[src/hdl/cbt_pkg.sv]
// shared types, constants and elaboration-time helpers for the cubic b-spline tessellator
// no dependencies
package cbt_pkg;

  localparam int FieldW          = 16;
  localparam int QuoW            = 15;
  localparam int SegmentsDefault = 20;

  typedef logic signed [FieldW-1:0] coord_t;

  typedef struct packed {
    coord_t point_x;
    coord_t point_y;
    logic   restart;
  } point_t;

  typedef struct packed {
    coord_t curve_x;
    coord_t curve_y;
    logic   segment_end;
  } curve_t;

  typedef struct packed {
    logic valid;
    logic last;
  } pipe_ctl_t;

  // index 0 is the oldest held point, index 3 the incoming one
  typedef struct packed {
    coord_t [3:0] x;
    coord_t [3:0] y;
  } seg_t;

  // scaled basis weight k for step j of s, over the denominator 6*s^3
  function automatic longint basis_weight(input longint s, input longint j, input int k);
    longint r;
    longint w;
    r = s - j;
    unique case (k)
      0: w = r * r * r;
      1: w = 3 * j * j * j - 6 * j * j * s + 4 * s * s * s;
      2: w = -3 * j * j * j + 3 * j * j * s + 3 * j * s * s + s * s * s;
      default: w = j * j * j;
    endcase
    return w;
  endfunction

  function automatic int weight_w(input int s);
    return $clog2(4 * s * s * s + 1);
  endfunction

  // width of the rounding numerator 2n + d
  function automatic int num_w(input int s);
    return weight_w(s) + FieldW + 4;
  endfunction

endpackage

[src/hdl/cbt_div.sv]
// division of the rounding numerator by the constant 12*segments^3, truncating toward zero
// reciprocal estimate from the high bits, then a remainder compare; depends on cbt_pkg
module cbt_div #(
  parameter int SEGMENTS = cbt_pkg::SegmentsDefault
) (
  input  logic                                         clk,
  input  logic                                         rst,
  input  logic                                         en,
  input  cbt_pkg::pipe_ctl_t                           ctl_in,
  input  logic signed [cbt_pkg::num_w(SEGMENTS)-1:0]   num_x,
  input  logic signed [cbt_pkg::num_w(SEGMENTS)-1:0]   num_y,
  output cbt_pkg::pipe_ctl_t                           ctl_out,
  output cbt_pkg::coord_t                              quo_x,
  output cbt_pkg::coord_t                              quo_y
);
  import cbt_pkg::*;

  localparam int     NumW      = num_w(SEGMENTS);
  localparam int     DivStages = 4;
  localparam longint Den2L     = 12 * longint'(SEGMENTS) * SEGMENTS * SEGMENTS;
  localparam int     DenW      = $clog2(Den2L);
  localparam int     HiSh      = DenW - 1;
  localparam int     HiW       = QuoW + 1;
  localparam int     RecW      = HiW;
  localparam logic [RecW-1:0] Recip = RecW'((longint'(1) << (RecW + HiSh)) / Den2L);
  localparam logic [DenW-1:0] DenC  = DenW'(Den2L);
  localparam logic [NumW-1:0] Den1N = NumW'(Den2L);
  localparam logic [NumW-1:0] Den2N = NumW'(2 * Den2L);

  logic signed [NumW-1:0] num [2];
  pipe_ctl_t              ctl [DivStages];
  coord_t                 res [2];

  assign num[0] = num_x;
  assign num[1] = num_y;

  always_ff @(posedge clk) begin
    if (rst) begin
      for (int s = 0; s < DivStages; s++) begin
        ctl[s] <= '0;
      end
    end else if (en) begin
      ctl[0] <= ctl_in;
      for (int s = 1; s < DivStages; s++) begin
        ctl[s] <= ctl[s-1];
      end
    end
  end

  for (genvar l = 0; l < 2; l++) begin : g_lane
    logic                 neg1, neg2, neg3, neg4;
    logic [NumW-1:0]      mag1, mag2, mag3, rem4;
    logic [HiW+RecW-1:0]  est2;
    logic [QuoW-1:0]      qe3, qe4;
    logic [QuoW+DenW-1:0] qc3;
    logic [1:0]           adj;
    logic [QuoW-1:0]      quo;

    // estimate is low by at most two
    assign adj = (rem4 >= Den2N) ? 2'd2 : ((rem4 >= Den1N) ? 2'd1 : 2'd0);
    assign quo = qe4 + QuoW'(adj);

    always_ff @(posedge clk) begin
      if (en) begin
        neg1 <= num[l][NumW-1];
        mag1 <= num[l][NumW-1] ? NumW'(-num[l]) : NumW'(num[l]);
        neg2 <= neg1;
        mag2 <= mag1;
        est2 <= mag1[HiSh +: HiW] * Recip;
        neg3 <= neg2;
        mag3 <= mag2;
        qe3  <= est2[RecW +: QuoW];
        qc3  <= est2[RecW +: QuoW] * DenC;
        neg4 <= neg3;
        qe4  <= qe3;
        rem4 <= mag3 - NumW'(qc3);
      end
    end

    assign res[l] = neg4 ? -$signed({1'b0, quo}) : $signed({1'b0, quo});
  end

  assign ctl_out = ctl[DivStages-1];
  assign quo_x   = res[0];
  assign quo_y   = res[1];

endmodule

[config.mk]
export PLATFORM = sky130hd
export DESIGN_NAME = cbt_div
export DESIGN_NICKNAME = d
export VERILOG_FILES = /design/src/hdl/cbt_pkg.sv /design/src/hdl/cbt_div.sv
export SDC_FILE = /design/constraint.sdc
export NUM_CORES = 1
export LEC_CHECK = 0
export BUFFER_PORTS_ARGS = -buffer_cell sky130_fd_sc_hd__buf_4
export CAP_MARGIN = 0
export CORE_MARGIN = 10
export CORE_UTILIZATION = 58
export DETAILED_ROUTE_END_ITERATION = 8
export GPL_TIMING_DRIVEN = 1
export HOLD_SLACK_MARGIN = 0.12
export PLACE_DENSITY = 0.78
export SKIP_LAST_GASP = 1
export SLEW_MARGIN = 20
export SYNTH_ARGS = -nofsm -noshare
export SYNTH_HDL_FRONTEND = slang
export SYNTH_SLANG_ARGS = --single-unit
[constraint.sdc]
create_clock -name clk -period 5.8 [get_ports clk]
set_input_delay 0.29 -clock clk [delete_from_list [all_inputs] [get_ports clk]]
set_output_delay 0.29 -clock clk [all_outputs]
set_load 0.005 [all_outputs]
==> run metrics <==
outcome=completed; number of global-route vias before repair=about 22,000; Post-Route Skew=11.7 ps; Worst Path Arrival=just under 6000 ps; final worst-path cycle share=between 90% and 100%; Critical-path top delay cell=fa_1; FF+latch count, synth=approximately 370; Setup Viol. Count Final=0; worst-path fanout max=4; WS Path Type=flip-flop to flip-flop; first-pass GRT wire length=~110 mm; Root Buffer=clkbuf_16; Initial DRC Count=between 1,000 and 1,500; die width=roughly 250 um; Net Count, Synth=3,558; H-tree depth=2; Async S/R FF share, synth=0%; layout cells sized above 1=about a tenth; area grow syn2layout=14.1%; Final Hold Vio Count=0; Finished Core Util=approximately two thirds; Post-layout nets=3,816; Syn Area/Cell=11.5 um^2; Worst path top cell family by delay=adder cells; unrepaired setup endpoints after global routing=true; vias per cell=between 5 and 6; routability cong.=between 0.9 and 1; overall via count from detail_route=approximately 21,000; Finished Layout Cells=around 3,700; initial antenna violation count=1; most frequent cell after synthesis=inv_1; placed wire-length estimate=a little over 50 mm; largest area contributor in the netlist=edfxtp_1; Fmax=about 0.18 GHz; register area share after synthesis=about a third; worst setup margin=around 150 ps; GRT Total Usage=between 20% and 30%; largest cells by area after synthesis=edfxtp_1 (35%), ha_1 (19%), fa_1 (18%); Synthesis Warnings=0; TritonCTS clock tree=yes; dominant synthesized flop cell=edfxtp_1; Port Buffer Count=108; die area=0.0639 mm^2; Max Cap Violations=0; clock sinks=368; dpl ws=-86.0 ps; mapped cell area=approximately 0.031 mm^2; slew margin rel.=between 20% and 30%; synth unique cells=73; Slew Limit Fails=0; # rows=between 80 and 90; Filler cells=between 3,000 and 4,000; Slew @ Worst Pin=1150 ps; required time of the critical path=roughly 6100 ps; Commonest cells post-synth=inv_1 (570), ha_1 (468), edfxtp_1 (368); CTS Buf Count=41; crit end category=flip-flop; clk_lat worst skew=between 500 and 600 ps; Critical Path Source Type=flip-flop; DRC=0; Cell Chain, Critical Path=ha_1 -> inv_1 -> fa_1 -> inv_1 -> fa_1 -> fa_1 -> fa_1 -> fa_1 -> ha_1 -> a21oi_2 -> o21ai_1 -> a21oi_2 -> a31oi_4 -> a221oi_1 -> buf_4 -> buf_4 -> o21bai_1 -> a21oi_1 -> xnor2_1; Initial Utilization=58.6%; worst hold path type=input pin to flip-flop; Max stage delay on crit path=540 ps; routed len/inst=17.7 um; DRT Pass-1 Iters=6; largest net degree at the start of global routing=approximately 150; Core Region=~0.054 mm^2; CP dominant cell by count=fa_1; grt ovf=0; EDFF count, synth=approximately 370; Die H=253 um; Top Ports=around 110; antenna-violating nets left=0; post-synth top area share=35.1%; CP bufs+invs=4; min cycle time layout=5650 ps; Post-Syn Instances=~2,700; total routed wirelength=around 66 mm; Reg clk slew, reported paths=about 60 ps; Placed Instances=~3,600; maximum clock path buffer count=3
[per-layer routing]
| metal | wire [um] | global-route usage [%] | part of all wire, % | vias up |
|---|---|---|---|---|
| li1 | - | - | - | 9841 |
| met1 | 28800 | 28.5 | 44 | 10200 |
| met2 | 32000 | 35.4 | 49 | 457 |
| met3 | 3900 | 3.03 | 5.9 | 88 |
| met4 | 1130 | 4.56 | 1.7 | 0 |
| met5 | 0 | 0 | 0 | - |
[cell usage in the layout (no fill, tap or decap), types with 7 or more instances in the layout]
cell / count
dlygate4sd3_1: 56
or2_2: 8
inv_1: 568
nor2_1: 91
buf_4: 177
and2_1: 18
a21oi_1: 79
o21ai_0: 75
xnor2_1: 147
nand3_1: 47
o21a_1: 19
ha_4: 12
o31ai_1: 19
xor2_1: 71
a211oi_1: 11
clkinv_2: 10
a21oi_2: 7
fa_1: 284
or3_1: 19
nand2b_1: 16
ha_1: 454
o41ai_1: 8
nor2b_1: 12
nand3b_1: 7
nor4_1: 12
a31oi_1: 19
nand2_1: 77
o21bai_1: 13
nor3_1: 37
and3_1: 16
nand4_1: 14
or4_1: 12
clkbuf_16: 42
o211ai_1: 8
a21o_1: 53
edfxtp_1: 368
[area by class of cell]
class	instances	area, um^2	share of cell area (%)
multi-input cells	1768	18500	51.5
repair buffers	240	1980	5.52
clock buffers	47	1070	2.98
diodes	1	2.50	0.00698
clock inverters	27	269	0.750
well taps	696	871	2.43
flip-flops and latches	368	11100	30.8
inverters	570	2140	5.96
[flip-flops by register name, summed over array words and instances, names as in the netlist]
signal	count
g_lane.mag1	54
g_lane.neg3	2
g_lane.neg4	2
g_lane.qe4	30
g_lane.qc3	46
g_lane.neg2	2
g_lane.mag3	54
g_lane.mag2	54
g_lane.neg1	2
g_lane.qe3	30
g_lane.est2	30
g_lane.rem4	54
ctl	8
[worst paths after layout]
check	from	to	slack [ps]	depth (start not counted)
setup / recovery	g_lane[1].mag1[17]	g_lane[1].est2[24]	150	19
hold / removal	num_y[19]	g_lane[1].mag1[19]	130	2
setup reg to reg	g_lane[1].mag1[17]	g_lane[1].est2[24]	150	19
hold reg to reg	g_lane[1].mag2[33]	g_lane[1].mag3[33]	410	0
[cell families (layout without fill, tap and decap cells)]
kind of cell	count (synthesis)	count (layout)	share of synthesized area (%)
mux	4	4	0.139
xor+xnor	218	218	6.07
fa+ha+maj	752	752	36.7
flops	368	368	35.1
simple gates	410	410	6.73
other cells	0	1	0
buf+inv	595	884	7.10
compound gates	384	384	8.12
[what timing repair did]
item | CTS | global route
cloned | 0 | 0
pin swaps | 1 | 24
resized for setup | 5 | 50
hold buffers | 56 | 0
buffers inserted | 3 | 8
hold endpoints to repair | 51 | 0
endpoints found under the setup margin | 3 | 18
[per-stage QoR]
stage                     area [um^2]  hold slack [ps]  setup TNS (ps)
final                           35900              129               0
after global routing            35900              126            -229
after CTS                       35500              122               0
after detailed placement        33500              405            -115
after global placement          33500              400           -38.9
after floorplan                 31500              389               0
Power is not shown: default switching activity piles up to over one toggle a cycle in this logic, so the estimate is an artifact.
