File: src/hdl/cbt_pkg.sv
// shared types, constants and elaboration-time helpers for the cubic b-spline tessellator
// no dependencies
package cbt_pkg;

  localparam int FieldW          = 16;
  localparam int QuoW            = 15;
  localparam int SegmentsDefault = 20;

  typedef logic signed [FieldW-1:0] coord_t;

  typedef struct packed {
    coord_t point_x;
    coord_t point_y;
    logic   restart;
  } point_t;

  typedef struct packed {
    coord_t curve_x;
    coord_t curve_y;
    logic   segment_end;
  } curve_t;

  typedef struct packed {
    logic valid;
    logic last;
  } pipe_ctl_t;

  // index 0 is the oldest held point, index 3 the incoming one
  typedef struct packed {
    coord_t [3:0] x;
    coord_t [3:0] y;
  } seg_t;

  // scaled basis weight k for step j of s, over the denominator 6*s^3
  function automatic longint basis_weight(input longint s, input longint j, input int k);
    longint r;
    longint w;
    r = s - j;
    unique case (k)
      0: w = r * r * r;
      1: w = 3 * j * j * j - 6 * j * j * s + 4 * s * s * s;
      2: w = -3 * j * j * j + 3 * j * j * s + 3 * j * s * s + s * s * s;
      default: w = j * j * j;
    endcase
    return w;
  endfunction

  function automatic int weight_w(input int s);
    return $clog2(4 * s * s * s + 1);
  endfunction

  // width of the rounding numerator 2n + d
  function automatic int num_w(input int s);
    return weight_w(s) + FieldW + 4;
  endfunction

endpackage

File: src/hdl/cbt_window.sv
// control point window, restart handling and per-segment step sequencer
// depends on cbt_pkg
module cbt_window #(
  parameter int SEGMENTS = cbt_pkg::SegmentsDefault
) (
  input  logic                             clk,
  input  logic                             rst,
  input  logic                             point_valid,
  output logic                             point_ready,
  input  cbt_pkg::point_t                  point,
  input  logic                             en,
  output cbt_pkg::pipe_ctl_t               issue,
  output logic [$clog2(SEGMENTS+1)-1:0]    idx,
  output cbt_pkg::seg_t                    seg
);
  import cbt_pkg::*;

  localparam int JW = $clog2(SEGMENTS + 1);
  localparam logic [JW-1:0] JLast = JW'(SEGMENTS);

  coord_t          win_x [3];
  coord_t          win_y [3];
  logic [1:0]      held;
  logic            busy;
  logic [JW-1:0]   j;
  logic [1:0]      held_eff;
  logic            accept;
  logic            fill;
  logic            produce;

  assign held_eff    = point.restart ? 2'd0 : held;
  assign fill        = held_eff != 2'd3;
  assign point_ready = !busy || (en && j == JLast);
  assign accept      = point_valid && point_ready;
  assign produce     = accept && !fill;

  assign issue.valid = busy;
  assign issue.last  = (j == JLast);
  assign idx         = j;

  always_ff @(posedge clk) begin
    if (rst) begin
      held <= 2'd0;
      busy <= 1'b0;
      j    <= '0;
    end else begin
      if (accept && fill) begin
        held <= held_eff + 2'd1;
      end
      if (produce) begin
        busy <= 1'b1;
        j    <= '0;
      end else if (en && busy) begin
        if (j == JLast) begin
          busy <= 1'b0;
        end else begin
          j <= j + 1'b1;
        end
      end
    end
  end

  always_ff @(posedge clk) begin
    if (accept) begin
      if (fill) begin
        win_x[held_eff] <= point.point_x;
        win_y[held_eff] <= point.point_y;
      end else begin
        seg.x    <= {point.point_x, win_x[2], win_x[1], win_x[0]};
        seg.y    <= {point.point_y, win_y[2], win_y[1], win_y[0]};
        win_x[0] <= win_x[1];
        win_y[0] <= win_y[1];
        win_x[1] <= win_x[2];
        win_y[1] <= win_y[2];
        win_x[2] <= point.point_x;
        win_y[2] <= point.point_y;
      end
    end
  end

  // a stalled run keeps its step
  a_stall_hold: assert property (@(posedge clk) disable iff (rst)
    (busy && !en) |=> (busy && $stable(j)))
    else $error("step counter moved while stalled");

  a_step_range: assert property (@(posedge clk) disable iff (rst)
    busy |-> (j <= JLast))
    else $error("step counter beyond last step");

  a_run_start: assert property (@(posedge clk) disable iff (rst)
    produce |=> (busy && j == '0))
    else $error("full window did not start a run");

endmodule

File: config.mk
export PLATFORM = sky130hd
export DESIGN_NAME = cbt_window
export DESIGN_NICKNAME = d
export VERILOG_FILES = /design/src/hdl/cbt_pkg.sv /design/src/hdl/cbt_window.sv
export SDC_FILE = /design/constraint.sdc
export NUM_CORES = 1
export LEC_CHECK = 0
export ABC_AREA = 0
export BUFFER_PORTS_ARGS = -buffer_cell sky130_fd_sc_hd__buf_2
export CAP_MARGIN = 10
export CORE_MARGIN = 8
export CORE_UTILIZATION = 54
export CTS_BUF_LIST = sky130_fd_sc_hd__clkbuf_16
export CTS_CLUSTER_DIAMETER = 100
export DETAILED_ROUTE_END_ITERATION = 6
export PLACE_DENSITY = 0.9
export SYNTH_ARGS = -nofsm -noshare
export SYNTH_HDL_FRONTEND = slang
export SYNTH_SLANG_ARGS = --single-unit
File: constraint.sdc
create_clock -name clk -period 3.9 [get_ports clk]
set_input_delay 0.195 -clock clk [delete_from_list [all_inputs] [get_ports clk]]
set_output_delay 0.195 -clock clk [all_outputs]
set_load 0.02 [all_outputs]
==> results of run 1 <==
## timing repair
action	CTS	global route
endpoints found under the hold margin	72	0
hold buffers	33	0
gates resized for setup	0	0
## registers in the layout, indices dropped and copies added (netlist names)
| name | count |
|---|---|
| idx | 5 |
| seg | 128 |
| win_y | 48 |
| win_x | 48 |
| held | 2 |
| busy | 1 |
## metal layers
metal	up-vias	global-route usage, %	share of wire (%)
li1	1827	-	-
met1	1961	17.2	40
met2	151	26.2	50
met3	33	5.10	8.0
met4	0	4.80	2.4
met5	-	0	0
## logic make-up after synthesis
kind of cell,Yosys count,synth area share [%]
AO/OA/AOI/OAI,4,0.450
XOR/XNOR,4,0.420
adder cells (fa/ha/maj),5,0.751
buffers and inverters,17,2.37
flip-flops,232,82.6
multiplexers,66,11.6
AND/OR/NAND/NOR,25,1.80
## worst max-delay path, delay by kind of cell, from the launching register on
kind	cells	cell delay [ns]
fa+ha+maj	1	0.23
buf+inv	1	0.10
simple gates	3	1.25
flops	1	0.34
compound gates	1	0.19
## cell type report
class	count	area, µm²
Inverter	7	26.3
Timing Repair Buffer	207	1230
Tap cell	188	235
Sequential cell	232	6890
Clock buffer	23	576
Clock inverter	14	82.6
Multi-Input combinational cell	104	1270
Fill cell	921	4830
## power groups by stage
stage / Sequential (mW) / Combinational [mW] / Clock [mW]
5_1_grt: 2.80 / 0.182 / 2.09
6_report: 2.80 / 0.168 / 1.94
2_1_floorplan: 2.85 / 0.0797 / 0
4_1_cts: 2.80 / 0.169 / 1.99
3_5_place_dp: 2.85 / 0.143 / 0
3_3_place_gp: 2.85 / 0.136 / 0
## stage by stage
step | hold slack (ns) | power [mW] | instances | setup WS [ns]
6_report | 0.103 | 4.91 | 775 | 1.39
5_1_grt | 0.0927 | 5.07 | 775 | 1.17
4_1_cts | 0.0819 | 4.96 | 775 | 1.33
3_5_place_dp | 0.406 | 2.99 | 705 | 1.38
3_3_place_gp | 0.402 | 2.98 | 705 | 1.53
2_1_floorplan | 0.294 | 2.93 | 353 | 0.908
## layout by cell type, fill, tap and decap left out, types with 2 or more instances in the layout
cell / synthesis / routed
edfxtp_1: 224 / 224
buf_2: 0 / 172
mux2_4: 60 / 60
dlygate4sd3_1: 0 / 33
clkbuf_16: 0 / 23
inv_1: 7 / 12
dfxtp_1: 8 / 8
nor3_1: 5 / 5
ha_1: 5 / 5
clkinv_1: 0 / 5
mux2_1: 4 / 4
nor2_1: 7 / 4
nand2_1: 3 / 3
nor2_4: 0 / 3
xor2_1: 3 / 3
clkinv_2: 0 / 3
mux2i_1: 2 / 2
nand3_1: 2 / 2
buf_12: 8 / 2
## path summary, 6_finish.rpt
check | from | to
setup reg to reg | idx[0] | win_y[0][5]
hold / removal | point_valid | busy
hold reg to reg | win_x[0][8] | seg[72]
setup / recovery | idx[0] | win_y[0][5]
==> qor.json, run 1 <==
{
  "pin_count_of_the_biggest_net_entering_global_routing": 103,
  "grt.overflow.total": 0,
  "clk_pin_slew_ns": 0.06,
  "power_per_standard_cell_area_nw_per_um2": 476,
  "vias": 3972,
  "path_class": "reg2reg",
  "antenna_found_initial": 0,
  "placement_rows": 45,
  "timing.reg2reg.setup_slack_ns": 1.39,
  "number_of_antenna_diodes": 0,
  "setup_viol": 0,
  "timing.critical_path.arrival_ns": 2.61,
  "netlist-cell-type-count": 28,
  "drtIter0Drc": 197,
  "syn_area_um2": 8340,
  "unrepaired_setup_endpoints_after_global_routing": "false",
  "routed_wirelength_um": 15100,
  "final_core_area_utilization_pct": 68.1,
  "p_sw_share_pct": 18.6,
  "stdcell_area_um2": 10300,
  "cts_inserted_buffers": 23,
  "die_area_um2": 19700,
  "status": "finished, final reports clean",
  "synthFlopType": "edfxtp_1",
  "drive_gt1_share_pct": 45.7,
  "tritoncts": "built",
  "synth-edff-count": 224,
  "min_path_type": "in2reg",
  "ys_warn_count": 0,
  "placedInstanceArea_um2": 9320,
  "cts-root-to-sink-buffers": 3,
  "synth_sequential_area_ratio_pct": 82.6,
  "ir_worst_vdd_mv": 0.369,
  "start_util_pct": 55.0,
  "drc": 0,
  "setup_tns_ns": 0,
  "critPathCaptureType": "flip-flop",
  "synth_area_leaders": "edfxtp_1 (81%), mux2_4 (11%), buf_12 (1.9%)",
  "critical_path.startpoint_type": "flip-flop",
  "clock_power_share_pct": 39.5,
  "drv.max_cap_violation_count": 0,
  "worst_path_largest_cell_delay_ns": 0.87,
  "final.setup_skew_ns": 0.00959,
  "drtPass1Iterations": 4,
  "post-route-min-period_ns": 2.51,
  "x_dimension_of_the_die_um": 140,
  "cts_root_buf": "clkbuf_16",
  "placement.io_buffers": 172,
  "die_y_um": 140,
  "critical_path.max_fanout": 32,
  "ff2ff_path_depth": 6,
  "combinational_share_of_power_pct": 3.4,
  "synth.top_cell.area_share_pct": 80.7,
  "hold_viol": 0,
  "clock_latency_ns": 0.49,
  "cts_num_sinks": 232,
  "sequentialPowerShare_pct": 57.0,
  "report.final.slew_viol_count": 0,
  "timing.final.crit_share_pct": 64.3,
  "grt_pass1_wl_um": 23500,
  "hold-path-cell-count": 3,
  "max_slew_margin_pct": 29.6,
  "cp_slowest_cell": "nor2_4",
  "synth.cells.most_frequent": "edfxtp_1 (224), mux2_4 (60), buf_12 (8), dfxtp_1 (8)",
  "route.detailed.vias_per_inst": 5.13,
  "design.final.nets": 617,
  "mappedNetlistNets": 395,
  "wl_per_cell_um": 19.5,
  "placeableCoreArea_um2": 15100,
  "syn-mean-instance-area_um2": 23.6,
  "postCtsSetupBuffers": 0,
  "number_of_instances_in_the_synthesized_netlist": 353,
  "post-synth-top-count-cell": "edfxtp_1",
  "cellLeakagePower_nw": 3.93,
  "place_congestion": 0.727,
  "worstMarginPinSlew_ns": 1.05,
  "async_reset_ff_share_pct": 0,
  "fmax_mhz": 399,
  "area.growth.synth_to_final_pct": 23.7,
  "power.switching_mw": 0.913,
  "ctsHtreeMaxLevel": 1,
  "pin_count": 173,
  "path_cells": "inv_1 -> ha_1 -> nand4b_4 -> o21ai_4 -> nand2_1 -> nor2_4",
  "first_global_vias": 4350,
  "post-dp-hpwl_um": 9530,
  "grt_usage_pct": 15.1,
  "internal-power_mw": 3.99,
  "final_antenna_net_count": 0,
  "synthDominantAreaCellType": "edfxtp_1",
  "timing.critical_path.required_ns": 4.00,
  "ys_ff_latch": 232
}
Note: power is estimated with default switching activity, not from simulation.
==> run 2, diff against run 1 <==
--- a/config.mk
+++ b/config.mk
@@ -5,15 +5,15 @@
 export SDC_FILE = /design/constraint.sdc
 export NUM_CORES = 1
 export LEC_CHECK = 0
-export ABC_AREA = 0
+export ABC_AREA = 1
 export BUFFER_PORTS_ARGS = -buffer_cell sky130_fd_sc_hd__buf_2
 export CAP_MARGIN = 10
 export CORE_MARGIN = 8
-export CORE_UTILIZATION = 54
+export CORE_UTILIZATION = 48
 export CTS_BUF_LIST = sky130_fd_sc_hd__clkbuf_16
 export CTS_CLUSTER_DIAMETER = 100
 export DETAILED_ROUTE_END_ITERATION = 6
-export PLACE_DENSITY = 0.9
+export PLACE_DENSITY = 0.86
 export SYNTH_ARGS = -nofsm -noshare
 export SYNTH_HDL_FRONTEND = slang
 export SYNTH_SLANG_ARGS = --single-unit
==> constraint.sdc (replaced) <==
create_clock -name clk -period 2.1 [get_ports clk]
set_input_delay 0.105 -clock clk [delete_from_list [all_inputs] [get_ports clk]]
set_output_delay 0.105 -clock clk [all_outputs]
set_load 0.02 [all_outputs]
==> qor.json, run 2 <==
{
  "synth.top_cell.area_share": {"value": 84.7, "unit": "%", "change": "was 80.7%"},
  "leading_cell_type_in_the_layout_fill_and_taps_excluded": {"value": "edfxtp_1", "change": "unchanged"},
  "detailedPlace.worstSlack": {"value": 0.209, "unit": "ns", "change": "was 1.38 ns"},
  "cts-root-to-sink-buffers": {"value": 3, "change": "unchanged"},
  "cpLargestDelayFamily": {"value": "simple AND/OR/NAND/NOR gates", "change": "unchanged"},
  "cts_root_buf": {"value": "clkbuf_16", "change": "unchanged"},
  "x_dimension_of_the_die": {"value": 145, "unit": "µm", "change": "was 140 µm"},
  "critical_path.startpoint_type": {"value": "flip-flop", "change": "unchanged"},
  "cp_slowest_cell": {"value": "dfxtp_1", "change": "was nor2_4"},
  "power_per_standard_cell_area": {"value": 919, "unit": "nW/µm²", "change": "was 476 nW/µm²"},
  "cts_inserted_buffers": {"value": 23, "change": "unchanged"},
  "critPathCaptureType": {"value": "flip-flop", "change": "unchanged"},
  "route.detailed.vias_per_inst": {"value": 4.67, "change": "was 5.13"},
  "placement_rows": {"value": 47, "change": "was 45"},
  "number_of_antenna_diodes": {"value": 0, "change": "unchanged"},
  "first_global_vias": {"value": 4546, "change": "was 4350"},
  "mappedNetlistNets": {"value": 516, "change": "was 395"},
  "path_class": {"value": "reg2reg", "change": "unchanged"},
  "critical_path.max_fanout": {"value": 12, "change": "was 32"},
  "timing.final.ws_setup": {"value": 0.216, "unit": "ns", "change": "was 1.39 ns"},
  "tritoncts": {"value": "built", "change": "unchanged"},
  "drtIter0Drc": {"value": 243, "change": "was 197"},
  "reg_top3": {"value": "seg: 128 flops, win_x: 48 flops, win_y: 48 flops", "change": "unchanged"},
  "ys_warn_count": {"value": 0, "change": "unchanged"},
  "synthDominantAreaCellType": {"value": "edfxtp_1", "change": "unchanged"},
  "drtPass1Iterations": {"value": 5, "change": "was 4"},
  "hold_end": {"value": "idx[2]", "change": "was busy"},
  "drv.max_cap_violation_count": {"value": 0, "change": "unchanged"},
  "routed_wirelength": {"value": 15700, "unit": "µm", "change": "was 15100 µm"},
  "syn_area": {"value": 7940, "unit": "µm²", "change": "was 8340 µm²"},
  "worstReg2RegStart": {"value": "idx[0]", "change": "unchanged"},
  "wl_per_cell": {"value": 16.6, "unit": "µm", "change": "was 19.5 µm"},
  "clk_pin_slew": {"value": 0.06, "unit": "ns", "change": "about the same"},
  "die_y": {"value": 145, "unit": "µm", "change": "was 140 µm"},
  "antenna_found_initial": {"value": 0, "change": "unchanged"},
  "hp-start": {"value": "en", "change": "was point_valid"},
  "placedInstanceArea": {"value": 9210, "unit": "µm²", "change": "was 9320 µm²"},
  "synth.cells.most_frequent": {"value": "edfxtp_1 (224), nand2_1 (182), inv_1 (15), nor2_1 (12), dfxtp_1 (8)", "change": "was edfxtp_1 (224), mux2_4 (60), buf_12 (8), dfxtp_1 (8)"},
  "max_slew_margin": {"value": 71.4, "unit": "%", "change": "was 29.6%"},
  "hold-path-cell-count": {"value": 5, "change": "was 3"},
  "layout.cells.most_common_list": {"value": "edfxtp_1 (224), nand2_1 (182), buf_2 (172), dlygate4sd3_1 (35), clkbuf_16 (23)", "change": "was edfxtp_1 (224), buf_2 (172), mux2_4 (60), dlygate4sd3_1 (33), clkbuf_16 (23)"},
  "fmax": {"value": 531, "unit": "MHz", "change": "was 399 MHz"},
  "drive_gt1_share": {"value": 31.4, "unit": "%", "change": "was 45.7%"},
  "status": {"value": "finished, final reports clean", "change": "unchanged"},
  "timing.critical_path.required": {"value": 2.29, "unit": "ns", "change": "was 4.00 ns"},
  "max_flop_register": {"value": "seg", "change": "unchanged"},
  "post_cts.resized_instances": {"value": 0, "change": "unchanged"},
  "finish.cell_count_without_fillers": {"value": 944, "change": "was 775"},
  "post-dp-hpwl": {"value": 10500, "unit": "µm", "change": "was 9530 µm"},
  "area.growth.synth_to_final": {"value": 29.6, "unit": "%", "change": "was 23.7%"},
  "synthFlopType": {"value": "edfxtp_1", "change": "unchanged"},
  "timing.final.crit_share": {"value": 89.7, "unit": "%", "change": "was 64.3%"},
  "post-synth-top-count-cell": {"value": "edfxtp_1", "change": "unchanged"},
  "critPathBufInv": {"value": 3, "change": "was 1"},
  "drc": {"value": 0, "change": "unchanged"},
  "final.setup_skew": {"value": 0.0149, "unit": "ns", "change": "was 0.00959 ns"},
  "placeableCoreArea": {"value": 16400, "unit": "µm²", "change": "was 15100 µm²"},
  "die_area": {"value": 20900, "unit": "µm²", "change": "was 19700 µm²"},
  "async_reset_ff_share": {"value": 0, "unit": "%", "change": "unchanged"},
  "start_util": {"value": 48.4, "unit": "%", "change": "was 55.0%"},
  "filler_cell_count": {"value": 1183, "change": "was 921"},
  "timing.critical_path.mode_cell": "inv_1",
  "cellLeakagePower": {"value": 4.01, "unit": "nW", "change": "was 3.93 nW"},
  "place_congestion": {"value": 0.802, "change": "was 0.727"},
  "synth_sequential_area_ratio": {"value": 86.7, "unit": "%", "change": "was 82.6%"},
  "cts_hold_buf": {"value": 35, "change": "was 33"},
  "stdcell_area": {"value": 10300, "unit": "µm²", "change": "about the same"},
  "regArea": {"value": 6890, "unit": "µm²", "change": "unchanged"},
  "critical_path.reg2reg.endpoint": {"value": "win_y[1][9]", "change": "was win_y[0][5]"},
  "post-route-min-period": {"value": 1.88, "unit": "ns", "change": "was 2.51 ns"},
  "report.final.slew_viol_count": {"value": 0, "change": "unchanged"},
  "ff2ff_path_depth": {"value": 9, "change": "was 6"},
  "syn-mean-instance-area": {"value": 16.8, "unit": "µm²", "change": "was 23.6 µm²"},
  "grt.overflow.total": {"value": 0, "change": "unchanged"},
  "worstMarginPinSlew": {"value": 0.428, "unit": "ns", "change": "was 1.05 ns"},
  "pin_count": {"value": 173, "change": "unchanged"},
  "pin_count_of_the_biggest_net_entering_global_routing": {"value": 44, "change": "was 103"},
  "timing.critical_path.arrival": {"value": 2.07, "unit": "ns", "change": "was 2.61 ns"},
  "ctsHtreeMaxLevel": {"value": 1, "change": "unchanged"},
  "postCtsSetupBuffers": {"value": 0, "change": "unchanged"},
  "placement.io_buffers": {"value": 172, "change": "unchanged"},
  "placedCellCount": {"value": 869, "change": "was 705"},
  "path_cells": {"value": "inv_1 -> ha_1 -> inv_1 -> nor2_1 -> nand3_2 -> nand2_4 -> nand2_1 -> nor2_4 -> buf_4", "change": "was inv_1 -> ha_1 -> nand4b_4 -> o21ai_4 -> nand2_1 -> nor2_4"},
  "final_antenna_net_count": {"value": 0, "change": "unchanged"},
  "timing.reg2reg.setup_slack": {"value": 0.22, "unit": "ns", "change": "was 1.39 ns"},
  "setup_viol": {"value": 0, "change": "unchanged"},
  "synth_area_leaders": {"value": "edfxtp_1 (85%), nand2_1 (8.6%), dfxtp_1 (2.0%)", "change": "was edfxtp_1 (81%), mux2_4 (11%), buf_12 (1.9%)"},
  "ir_worst_vdd": {"value": 0.630, "unit": "mV", "change": "was 0.369 mV"},
  "ys_ff_latch": {"value": 232, "change": "unchanged"},
  "synth-edff-count": {"value": 224, "change": "unchanged"},
  "grt_pass1_wl": {"value": 23500, "unit": "µm", "change": "about the same"},
  "vias": {"value": 4404, "change": "was 3972"},
  "largest_reg_flops": {"value": 128, "change": "unchanged"},
  "number_of_instances_in_the_synthesized_netlist": {"value": 474, "change": "was 353"},
  "min_path_type": {"value": "in2reg", "change": "unchanged"},
  "worst_path_largest_cell_delay": {"value": 0.33, "unit": "ns", "change": "was 0.87 ns"},
  "design.final.nets": {"value": 751, "change": "was 617"},
  "netlist-cell-type-count": {"value": 19, "change": "was 28"},
  "unrepaired_setup_endpoints_after_global_routing": {"value": "false", "change": "unchanged"},
  "multi_input_logic_area": {"value": 922, "unit": "µm²", "change": "was 1270 µm²"},
  "hold_viol": {"value": 0, "change": "unchanged"},
  "grt_usage": {"value": 14.7, "unit": "%", "change": "was 15.1%"},
  "clock_latency": {"value": 0.50, "unit": "ns", "change": "was 0.49 ns"},
  "cts_num_sinks": {"value": 232, "change": "unchanged"}
}
## run 2: changes by cell type after synthesis, sizes merged, moves of 2 or more
| cell | previous run | this run |
|---|---|---|
| clkbuf | 0 | 3 |
| nor2b | 2 | 0 |
| a21oi | 1 | 5 |
| xor2 | 3 | 1 |
| nand3 | 2 | 5 |
| mux2i | 2 | 0 |
| mux2 | 64 | 0 |
| buf | 10 | 8 |
| nor3 | 5 | 0 |
| nand2 | 3 | 183 |
| nor2 | 7 | 12 |
| inv | 7 | 17 |
## run 2: report_power, final
part | total, mW | leakage [nW] | internal (mW) | switching [mW]
Clock | 3.97 | 0.373 | 2.36 | 1.60
Combinational | 0.294 | 1.53 | 0.125 | 0.169
Sequential | 5.20 | 2.10 | 5.17 | 0.0301
## run 2: final cells by class
cell class / count / share of cell area [%]
Inverter: 17 / 0.669
Clock buffer: 23 / 5.59
Sequential cell: 232 / 66.9
Timing Repair Buffer: 221 / 13.6
Tap cell: 220 / 2.67
Multi-Input combinational cell: 214 / 8.96
Clock inverter: 17 / 1.57
## run 2: per-stage QoR
| stage | power (mW) | hold slack (ns) | utilization [%] | setup TNS, ns |
|---|---|---|---|---|
| floorplan | 5.41 | 0.204 | - | -29.85 |
| global placement | 5.53 | 0.315 | 56.1 | 0 |
| detailed placement | 5.55 | 0.317 | 56.1 | 0 |
| CTS | 9.56 | 0.0460 | 62.7 | 0 |
| global route | 9.77 | 0.0961 | 62.7 | 0 |
| finish | 9.46 | 0.0724 | 62.7 | 0 |
## run 2: worst max-delay path by stage
stage                     slack [ns]   start  cells past startpoint           to
after floorplan                -0.31  idx[0]                      8  win_x[0][0]
after global routing            0.04  idx[0]                     11  win_y[0][8]
after detailed placement        0.21  idx[0]                      9  win_y[0][3]
final                           0.22  idx[0]                      9  win_y[1][9]
after CTS                       0.20  idx[0]                      9  win_y[1][9]
after global placement          0.26  idx[0]                      9     seg[114]
## run 2: layer usage
| layer | track usage (%) | up-vias | wire length (µm) |
|---|---|---|---|
| li1 | - | 2140 | - |
| met1 | 17.2 | 2083 | 6150 |
| met2 | 26.1 | 156 | 7890 |
| met3 | 3.93 | 25 | 1390 |
| met5 | 0 | - | 0 |
| met4 | 4.33 | 0 | 224 |
## run 2: logic make-up (layout without fill, tap and decap cells)
kind of cell             Yosys count  after routing  synth area share (%)
XOR/XNOR                           2              2                 0.221
flip-flops                       232            232                  86.7
AO/OA/AOI/OAI                      5              5                 0.315
AND/OR/NAND/NOR                  202            202                  10.0
adder cells (fa/ha/maj)            5              5                 0.788
buffers and inverters             28            278                  1.95
## run 2: worst reg2reg max path: cells and delay by family (launching register included)
kind                       cells  cell delay [ns]
adders and majority gates      1             0.15
buffers and inverters          3             0.37
DFF                            1             0.33
and+or+nand+nor                5             0.75
